## config.mk

```make
export PLATFORM = sky130hd
export DESIGN_NAME = rotating_led_pwm_driver
export DESIGN_NICKNAME = d
export VERILOG_FILES = /design/src/rlpd_pkg.sv /design/src/rotating_led_pwm_driver.sv
export SDC_FILE = /design/constraint.sdc
export NUM_CORES = 1
export LEC_CHECK = 0
export ABC_AREA = 1
export BUFFER_PORTS_ARGS = -buffer_cell sky130_fd_sc_hd__buf_4
export CORE_ASPECT_RATIO = 1.5
export CORE_UTILIZATION = 25
export DETAILED_ROUTE_END_ITERATION = 10
export GPL_TIMING_DRIVEN = 0
export HOLD_SLACK_MARGIN = 0.03
export PLACE_DENSITY_LB_ADDON = 0.15
export REMOVE_ABC_BUFFERS = 1
export SETUP_SLACK_MARGIN = 0.5
export SLEW_MARGIN = 20
export SYNTH_ARGS = -nofsm -noshare
export SYNTH_HDL_FRONTEND = slang
export SYNTH_SLANG_ARGS = --single-unit
export TNS_END_PERCENT = 5
```

## constraint.sdc

```tcl
create_clock -name clk_i -period 3.7 [get_ports clk_i]
set_clock_uncertainty 0.1 [all_clocks]
set_input_delay 0.185 -clock clk_i [delete_from_list [all_inputs] [get_ports clk_i]]
set_output_delay 0.185 -clock clk_i [all_outputs]
set_load 0.05 [all_outputs]
```

## src/rlpd_pkg.sv

```systemverilog
// Package for the rotating LED PWM driver: duty table, debounce codes and sizes.
`default_nettype none

package rlpd_pkg;

  localparam int unsigned LedCount = 8;
  localparam logic [5:0] DebounceTicks = 6'd40;

  typedef logic [LedCount-1:0] led_vec_t;

  typedef enum logic [1:0] {
    DB_WAIT_PRESS   = 2'd0,
    DB_TIME_PRESS   = 2'd1,
    DB_WAIT_RELEASE = 2'd2,
    DB_TIME_RELEASE = 2'd3
  } debounce_e;

  // Duty per row position: LED lit while step (1..32) is at most this value.
  function automatic logic [4:0] duty_at(input logic [2:0] idx);
    logic [4:0] duty;
    case (idx)
      3'd0:    duty = 5'd31;
      3'd1:    duty = 5'd20;
      3'd2:    duty = 5'd11;
      3'd3:    duty = 5'd7;
      3'd4:    duty = 5'd4;
      3'd5:    duty = 5'd2;
      3'd6:    duty = 5'd1;
      default: duty = 5'd0;
    endcase
    return duty;
  endfunction

endpackage

`default_nettype wire

```

## src/rotating_led_pwm_driver.sv

```systemverilog
// Top level of the rotating LED PWM driver.
`default_nettype none

// Eight-LED PWM chaser. Every accepted request carries a PWM tick, a
// millisecond tick, the raw active-low button level and the rotation speed.
// It produces exactly one result: the LED pattern and the direction after
// that request. The block takes one request per clock unless in_stall_o is
// high. A request is held in the input register. The PWM, rotation and
// debounce updates then run combinationally into the result register. The
// result register lets a new request be accepted while the previous result
// still waits on out_stall_i. The input stalls only when both registers are
// full and out_stall_i is high.
module rotating_led_pwm_driver (
  input  wire                      clk_i,
  input  wire                      rst_ni,
  input  wire                      in_valid_i,
  output logic                     in_stall_o,
  input  wire                      pwm_tick_i,
  input  wire                      ms_tick_i,
  input  wire                      button_level_i,
  input  wire  [7:0]               speed_i,
  output logic                     out_valid_o,
  input  wire                      out_stall_i,
  output rlpd_pkg::led_vec_t       led_pattern_o,
  output logic                     direction_down_o
);

  import rlpd_pkg::*;

  // Input register
  logic       s1_valid_q;
  logic       pwm_tick_q;
  logic       ms_tick_q;
  logic       button_level_q;
  logic [7:0] speed_q;

  // Block state
  logic [4:0] pwm_count_q, pwm_count_d;
  logic [2:0] phase_q, phase_d;
  logic       dir_neg_q, dir_neg_d;
  logic [8:0] roll_count_q, roll_count_d;
  debounce_e  db_state_q, db_state_d;
  logic [5:0] db_count_q, db_count_d;
  led_vec_t   led_q, led_d;

  // Result register
  logic       out_valid_q;
  led_vec_t   led_out_q;
  logic       dir_out_q;

  logic in_load;
  logic out_load;
  logic advance;

  assign out_load   = !out_valid_q || !out_stall_i;
  assign in_stall_o = s1_valid_q && !out_load;
  assign in_load    = in_valid_i && !in_stall_o;
  assign advance    = s1_valid_q && out_load;

  // PWM step with old phase and direction
  logic [5:0] step;
  led_vec_t   pattern;

  always_comb begin
    logic [2:0] idx;
    step    = {1'b0, pwm_count_q} + 6'd1;
    pattern = '0;
    for (int i = 0; i < LedCount; i++) begin
      idx        = dir_neg_q ? (phase_q - 3'(i)) : (phase_q + 3'(i));
      pattern[i] = (step <= {1'b0, duty_at(idx)});
    end
  end

  always_comb begin
    pwm_count_d = pwm_count_q;
    led_d       = led_q;
    if (pwm_tick_q) begin
      pwm_count_d = step[4:0];
      led_d       = pattern;
    end
  end

  // Rotation
  logic [8:0] roll_inc;

  always_comb begin
    roll_inc     = roll_count_q + 9'd1;
    roll_count_d = roll_count_q;
    phase_d      = phase_q;
    if (ms_tick_q) begin
      if (roll_inc > {1'b0, speed_q}) begin
        roll_count_d = '0;
        phase_d      = phase_q + 3'd1;
      end else begin
        roll_count_d = roll_inc;
      end
    end
  end

  // Debounce
  logic       pressed;
  logic [5:0] db_inc;
  logic       db_done;

  assign pressed = !button_level_q;
  assign db_inc  = db_count_q + 6'd1;
  assign db_done = (db_inc >= DebounceTicks);

  always_comb begin
    db_state_d = db_state_q;
    if (ms_tick_q) begin
      case (db_state_q)
        DB_WAIT_PRESS:   if (pressed) db_state_d = DB_TIME_PRESS;
        DB_TIME_PRESS:   if (db_done) db_state_d = pressed ? DB_WAIT_RELEASE : DB_WAIT_PRESS;
        DB_WAIT_RELEASE: if (!pressed) db_state_d = DB_TIME_RELEASE;
        DB_TIME_RELEASE: if (db_done) db_state_d = pressed ? DB_WAIT_RELEASE : DB_WAIT_PRESS;
        default:         db_state_d = DB_WAIT_PRESS;
      endcase
    end
  end

  always_comb begin
    db_count_d = db_count_q;
    dir_neg_d  = dir_neg_q;
    if (ms_tick_q) begin
      case (db_state_q)
        DB_WAIT_PRESS:   if (pressed) db_count_d = '0;
        DB_TIME_PRESS: begin
          db_count_d = db_done ? 6'd0 : db_inc;
          if (db_done && pressed) dir_neg_d = !dir_neg_q;
        end
        DB_WAIT_RELEASE: if (!pressed) db_count_d = '0;
        DB_TIME_RELEASE: db_count_d = db_done ? 6'd0 : db_inc;
        default:         db_count_d = db_count_q;
      endcase
    end
  end

  // Control registers
  always_ff @(posedge clk_i or negedge rst_ni) begin
    if (!rst_ni) begin
      s1_valid_q   <= 1'b0;
      out_valid_q  <= 1'b0;
      pwm_count_q  <= '0;
      phase_q      <= '0;
      dir_neg_q    <= 1'b0;
      roll_count_q <= '0;
      db_state_q   <= DB_WAIT_PRESS;
      db_count_q   <= '0;
      led_q        <= '0;
    end else begin
      if (in_load) begin
        s1_valid_q <= 1'b1;
      end else if (advance) begin
        s1_valid_q <= 1'b0;
      end
      if (out_load) begin
        out_valid_q <= s1_valid_q;
      end
      if (advance) begin
        pwm_count_q  <= pwm_count_d;
        phase_q      <= phase_d;
        dir_neg_q    <= dir_neg_d;
        roll_count_q <= roll_count_d;
        db_state_q   <= db_state_d;
        db_count_q   <= db_count_d;
        led_q        <= led_d;
      end
    end
  end

  // Payload registers
  always_ff @(posedge clk_i) begin
    if (in_load) begin
      pwm_tick_q     <= pwm_tick_i;
      ms_tick_q      <= ms_tick_i;
      button_level_q <= button_level_i;
      speed_q        <= speed_i;
    end
    if (advance) begin
      led_out_q <= led_d;
      dir_out_q <= dir_neg_d;
    end
  end

  assign out_valid_o      = out_valid_q;
  assign led_pattern_o    = led_out_q;
  assign direction_down_o = dir_out_q;

endmodule

`default_nettype wire
```

==> results.md <==
Worst setup path:
- Setup slack on the worst reg-to-reg path comes out at around 700 ps.
- At the worst endpoint, the arrival time is a little under 3000 ps.
- The largest single stage delay on the critical path is 500 ps.
- For the worst flop-to-flop path, the logic depth is 15.
- The type of destination of the critical path is a flop.
- The startpoint identified for the worst register-to-register timing path is dir_neg_q$_DFFE_PN0P_.
- Along the worst path, the maximum fanout reaches 11.
- The signal on the critical path passes through inv_2, ha_1, or2_2, nand2_1, xnor2_1, inv_1, o21ai_0, inv_1, ha_1, nor2_1, nor2_1, o21ai_0, a21oi_1, o21ai_1, nand2_1.
- The required time of the worst setup path is approximately 3600 ps.
- The worst setup path is launched from a flop.
- The critical setup path kind is flop to flop.
- For this design, the slowest cell found on the critical path is sky130_fd_sc_hd__dfrtp_2.
- On the critical path the largest part of the delay comes from simple AND/OR/NAND/NOR gates.
- The end of the worst register-to-register path is led_pattern_o[7]$_DFFE_PP_.
- The count of buffering cells on the critical path with inverters included is 3.

Synth:
- The netlist area before placement is 4160 um2.
- By area the synthesized netlist is led by sky130_fd_sc_hd__dfrtp_1 (22%), sky130_fd_sc_hd__ha_1 (20%), sky130_fd_sc_hd__edfxtp_1 (14%), sky130_fd_sc_hd__nand2_1 (12%), sky130_fd_sc_hd__inv_1 (6.7%).
- In the synthesized netlist the dominant register cell turns out to be sky130_fd_sc_hd__dfrtp_1.
- The dominant cell by count in the synthesized netlist is sky130_fd_sc_hd__nand2_1.
- Counting flops with an async set or reset pin after synthesis yields a share of 0.643.
- The area share of the largest cell type after synthesis is 0.217.
- After synthesis, the most frequently instantiated cells are sky130_fd_sc_hd__nand2_1 (128), sky130_fd_sc_hd__inv_1 (74), sky130_fd_sc_hd__ha_1 (66), sky130_fd_sc_hd__o21ai_0 (43), sky130_fd_sc_hd__dfrtp_1 (36).
- The number of enable flip-flop cells after synthesis is 20.
- The average footprint of a synthesized cell is around 8.1 um2.
- The largest total area in the synthesized netlist belongs to sky130_fd_sc_hd__dfrtp_1.
- The share of the yosys chip area belonging to registers is 0.361.
- Synthesis inferred 56 register bits.
- Counting distinct cell types in the post-synthesis netlist gives 35.
- Yosys printed 0 warnings.
- The synthesized netlist cell count is approximately 500.

Layout:
- The layout overhead on the synthesized area is 18.4%.
- The number of non-filler instances in the completed layout is around 760.
- The final net count is between 600 and 700.
- Counting the fill cells in the layout gives roughly 1800.
- In the final layout, the share of cells above drive strength 1 is 0.101.
- 0 antenna diodes ended up in the layout.

Drt:
- In the routed design, unresolved DRC markers number 0.
- Using the TritonRoute via totals, the vias-per-cell ratio works out to around 4.5.
- In the final routed layout, each cell accounts on average for between 10 and 15 um.
- The first detailed-routing pass took 4 iterations.
- For this block, the initial DRC count from the detailed router was between 100 and 150.
- In this run the remaining antenna-violating nets after routing total 0.
- The detailed router placed around 3400 vias in this run.
- Summed over all layers, the routed wires come to just under 10000 um.

Worst hold path:
- In this run the worst hold path is classified as input pin to flop.
- The sink of the worst hold path is s1_valid_q$_DFFE_PN0P_.
- The launch point of the worst hold path is in_valid_i.
- The worst hold path stage count is 3.

Place:
- Including well taps, the total number of placed cells is between 700 and 800.
- The final weighted congestion of routability-driven global placement is roughly 0.76.
- The number of buffers inserted by port buffering is 25.
- Detailed placement finished with a half-perimeter wire length of 7500 um.

Timing:
- Across all hold checks on the routed design, the worst slack comes to around 70 ps.
- In this run the tightest slew margin relative to its limit is 0.540.
- The maximum operating frequency is roughly 330 MHz.
- The setup TNS is 0 ps.
- The count of final setup violators is 0.
- The slew of the pin with the lowest slew margin is roughly 690 ps.
- The number of hold violations in the final report came to 0.
- Dividing the final minimum period by the clock period gives 0.812.
- Setup repair after global routing could not meet its margin everywhere.
- The routed design could run at a clock period as short as 3000 ps.
- The total count of max-transition violations in the final report is 0.

CTS:
- The clock tree root buffer cell is sky130_fd_sc_hd__clkbuf_16.
- Clock latency on the worst-skew pair, taken at its later pin, is 300 ps.
- Clock tree synthesis found a total of 56 sinks.
- After clock tree synthesis, the clock-pin slew on the worst setup and hold paths is ~70 ps.
- The maximum buffer depth of the clock tree is 2.
- The CTS H-tree depth is 2.
- The TritonCTS clock tree is built.
- The number of clock buffers inserted by TritonCTS is 5.

Outcome:
- The flow ran to the end, and the final reports show no timing, DRC or antenna violations.

Pwr:
- The analysis attributes to net switching a power of 0.00219 W.
- After layout, the design draws a total of between 0.004 and 0.005 W.
- The part of the total power dissipated in combinational logic is 0.645.
- The proportion of power drawn by the clock network is 0.126.
- The cell internal power dissipation is 0.00230 W.
- The fraction of power consumed by sequential logic is 0.229.
- The analysis attributes to cell leakage a power of ~2.5 nW.
- The peak supply drop is around 310 uV.
- Of the total power, the share spent switching nets is 0.487.
- The cell area power density is 912 nW/um2.

Global route:
- Summed over all layers, the global routing overflow is 0.
- The largest net degree at the start of global routing is 37.
- The number of antenna violations at the first check in global routing is 0.
- The number of global-route vias before repair is 3358.
- The global-route usage over all layers is 0.122.
- The first-pass GRT wire length is between 15000 and 20000 um.

Floorplanning:
- From bottom edge to top edge, the die measures roughly 160 um.
- The number of placed I/O pins is 26.
- In this run the standard cell core region covers ~16000 um2.
- The count of standard-cell rows is 57.
- The starting utilization of the core area is 0.256.
- The overall die area is roughly 17000 um2.
- The width of the die is between 100 and 150 um.

Run:
- The number of max-capacitance violations reported is 0.
[cell usage in the layout (no fill, tap or decap), drive strengths merged, types with 8 or more instances in the layout]
cell type	count
nand4	16
ha	66
nand3	19
dfrtp	36
clkbuf	8
xor2	12
o21ai	46
dlygate4sd3	12
buf	28
inv	74
edfxtp	20
nor2	28
nand2	132
a21oi	26
[logic make-up (layout without fill, tap and decap cells)]
family | count (synthesis) | count (layout) | share of synthesized area
AND/OR/NAND/NOR | 203 | 203 | 0.210
AO/OA/AOI/OAI | 89 | 89 | 0.120
buffers and inverters | 81 | 123 | 0.0750
adder cells (fa/ha/maj) | 66 | 66 | 0.199
flip-flops | 56 | 56 | 0.361
XOR/XNOR | 16 | 16 | 0.0355
[how the worst max path moves through the flow]
stage	startpoint	to	slack [ps]	cells past startpoint
final	dir_neg_q$_DFFE_PN0P_	led_pattern_o[7]$_DFFE_PP_	700	15
after global routing	dir_neg_q$_DFFE_PN0P_	led_pattern_o[7]$_DFFE_PP_	390	15
after CTS	dir_neg_q$_DFFE_PN0P_	led_pattern_o[7]$_DFFE_PP_	500	15
after detailed placement	phase_q[0]$_DFFE_PN0P_	led_pattern_o[5]$_DFFE_PP_	-240	17
after global placement	phase_q[0]$_DFFE_PN0P_	led_pattern_o[5]$_DFFE_PP_	-230	17
after floorplan	phase_q[0]$_DFFE_PN0P_	led_pattern_o[5]$_DFFE_PP_	620	17
[tightest hold or removal path: cells and delay by family]
kind                   cells  cell delay (ps)
buffers and inverters      1               70
AO/OA/AOI/OAI              2              170
[per-stage QoR]
| stage | utilization | worst slack, ps | area, um2 |
|---|---|---|---|
| 5_1_grt | 0.303 | 387 | 4920 |
| 3_3_place_gp | 0.281 | -226 | 4570 |
| 4_1_cts | 0.302 | 503 | 4920 |
| 3_5_place_dp | 0.282 | -239 | 4580 |
| 2_1_floorplan | - | 621 | 4130 |
| 6_report | 0.303 | 695 | 4920 |
[flip-flops by register name, indices dropped and copies added, names as in the netlist, 3 cells and up, named ones only]
signal	count
led_q	8
roll_count_q	9
db_count_q	6
pwm_count_q	5
led_pattern_o	8
speed_q	8
phase_q	3
[per-layer routing]
layer,wire length [um],up-vias,GRT usage
met5,0,-,0
met1,4380,1577,0.148
met4,139,0,0.0392
met2,5160,57,0.222
li1,-,1785,-
met3,182,9,0.0110
[final cells by class]
| type | instances | area [um2] | area share |
|---|---|---|---|
| flip-flops and latches | 56 | 1510 | 0.306 |
| inverters | 75 | 285 | 0.0580 |
| repair buffers | 40 | 330 | 0.0671 |
| well taps | 206 | 258 | 0.0524 |
| multi-input cells | 374 | 2360 | 0.480 |
| clock buffers | 8 | 179 | 0.0363 |
[power groups by stage]
stage	sequential [W]	combinational [W]	clock (W)
finish	0.00103	0.00290	0.000566
global route	0.00106	0.00341	0.000605
CTS	0.00103	0.00296	0.000587
detailed placement	0.00106	0.00288	0
global placement	0.00105	0.00282	0
floorplan	0.00114	0.00203	0
[timing repair]
action                                  CTS  global route
resized for setup                         6             5
endpoints found under the hold margin    47             0
endpoints found under the setup margin   16            11
hold buffers                             12             0
buffers inserted                          3             0
Note: power is estimated with default switching activity, not from simulation.
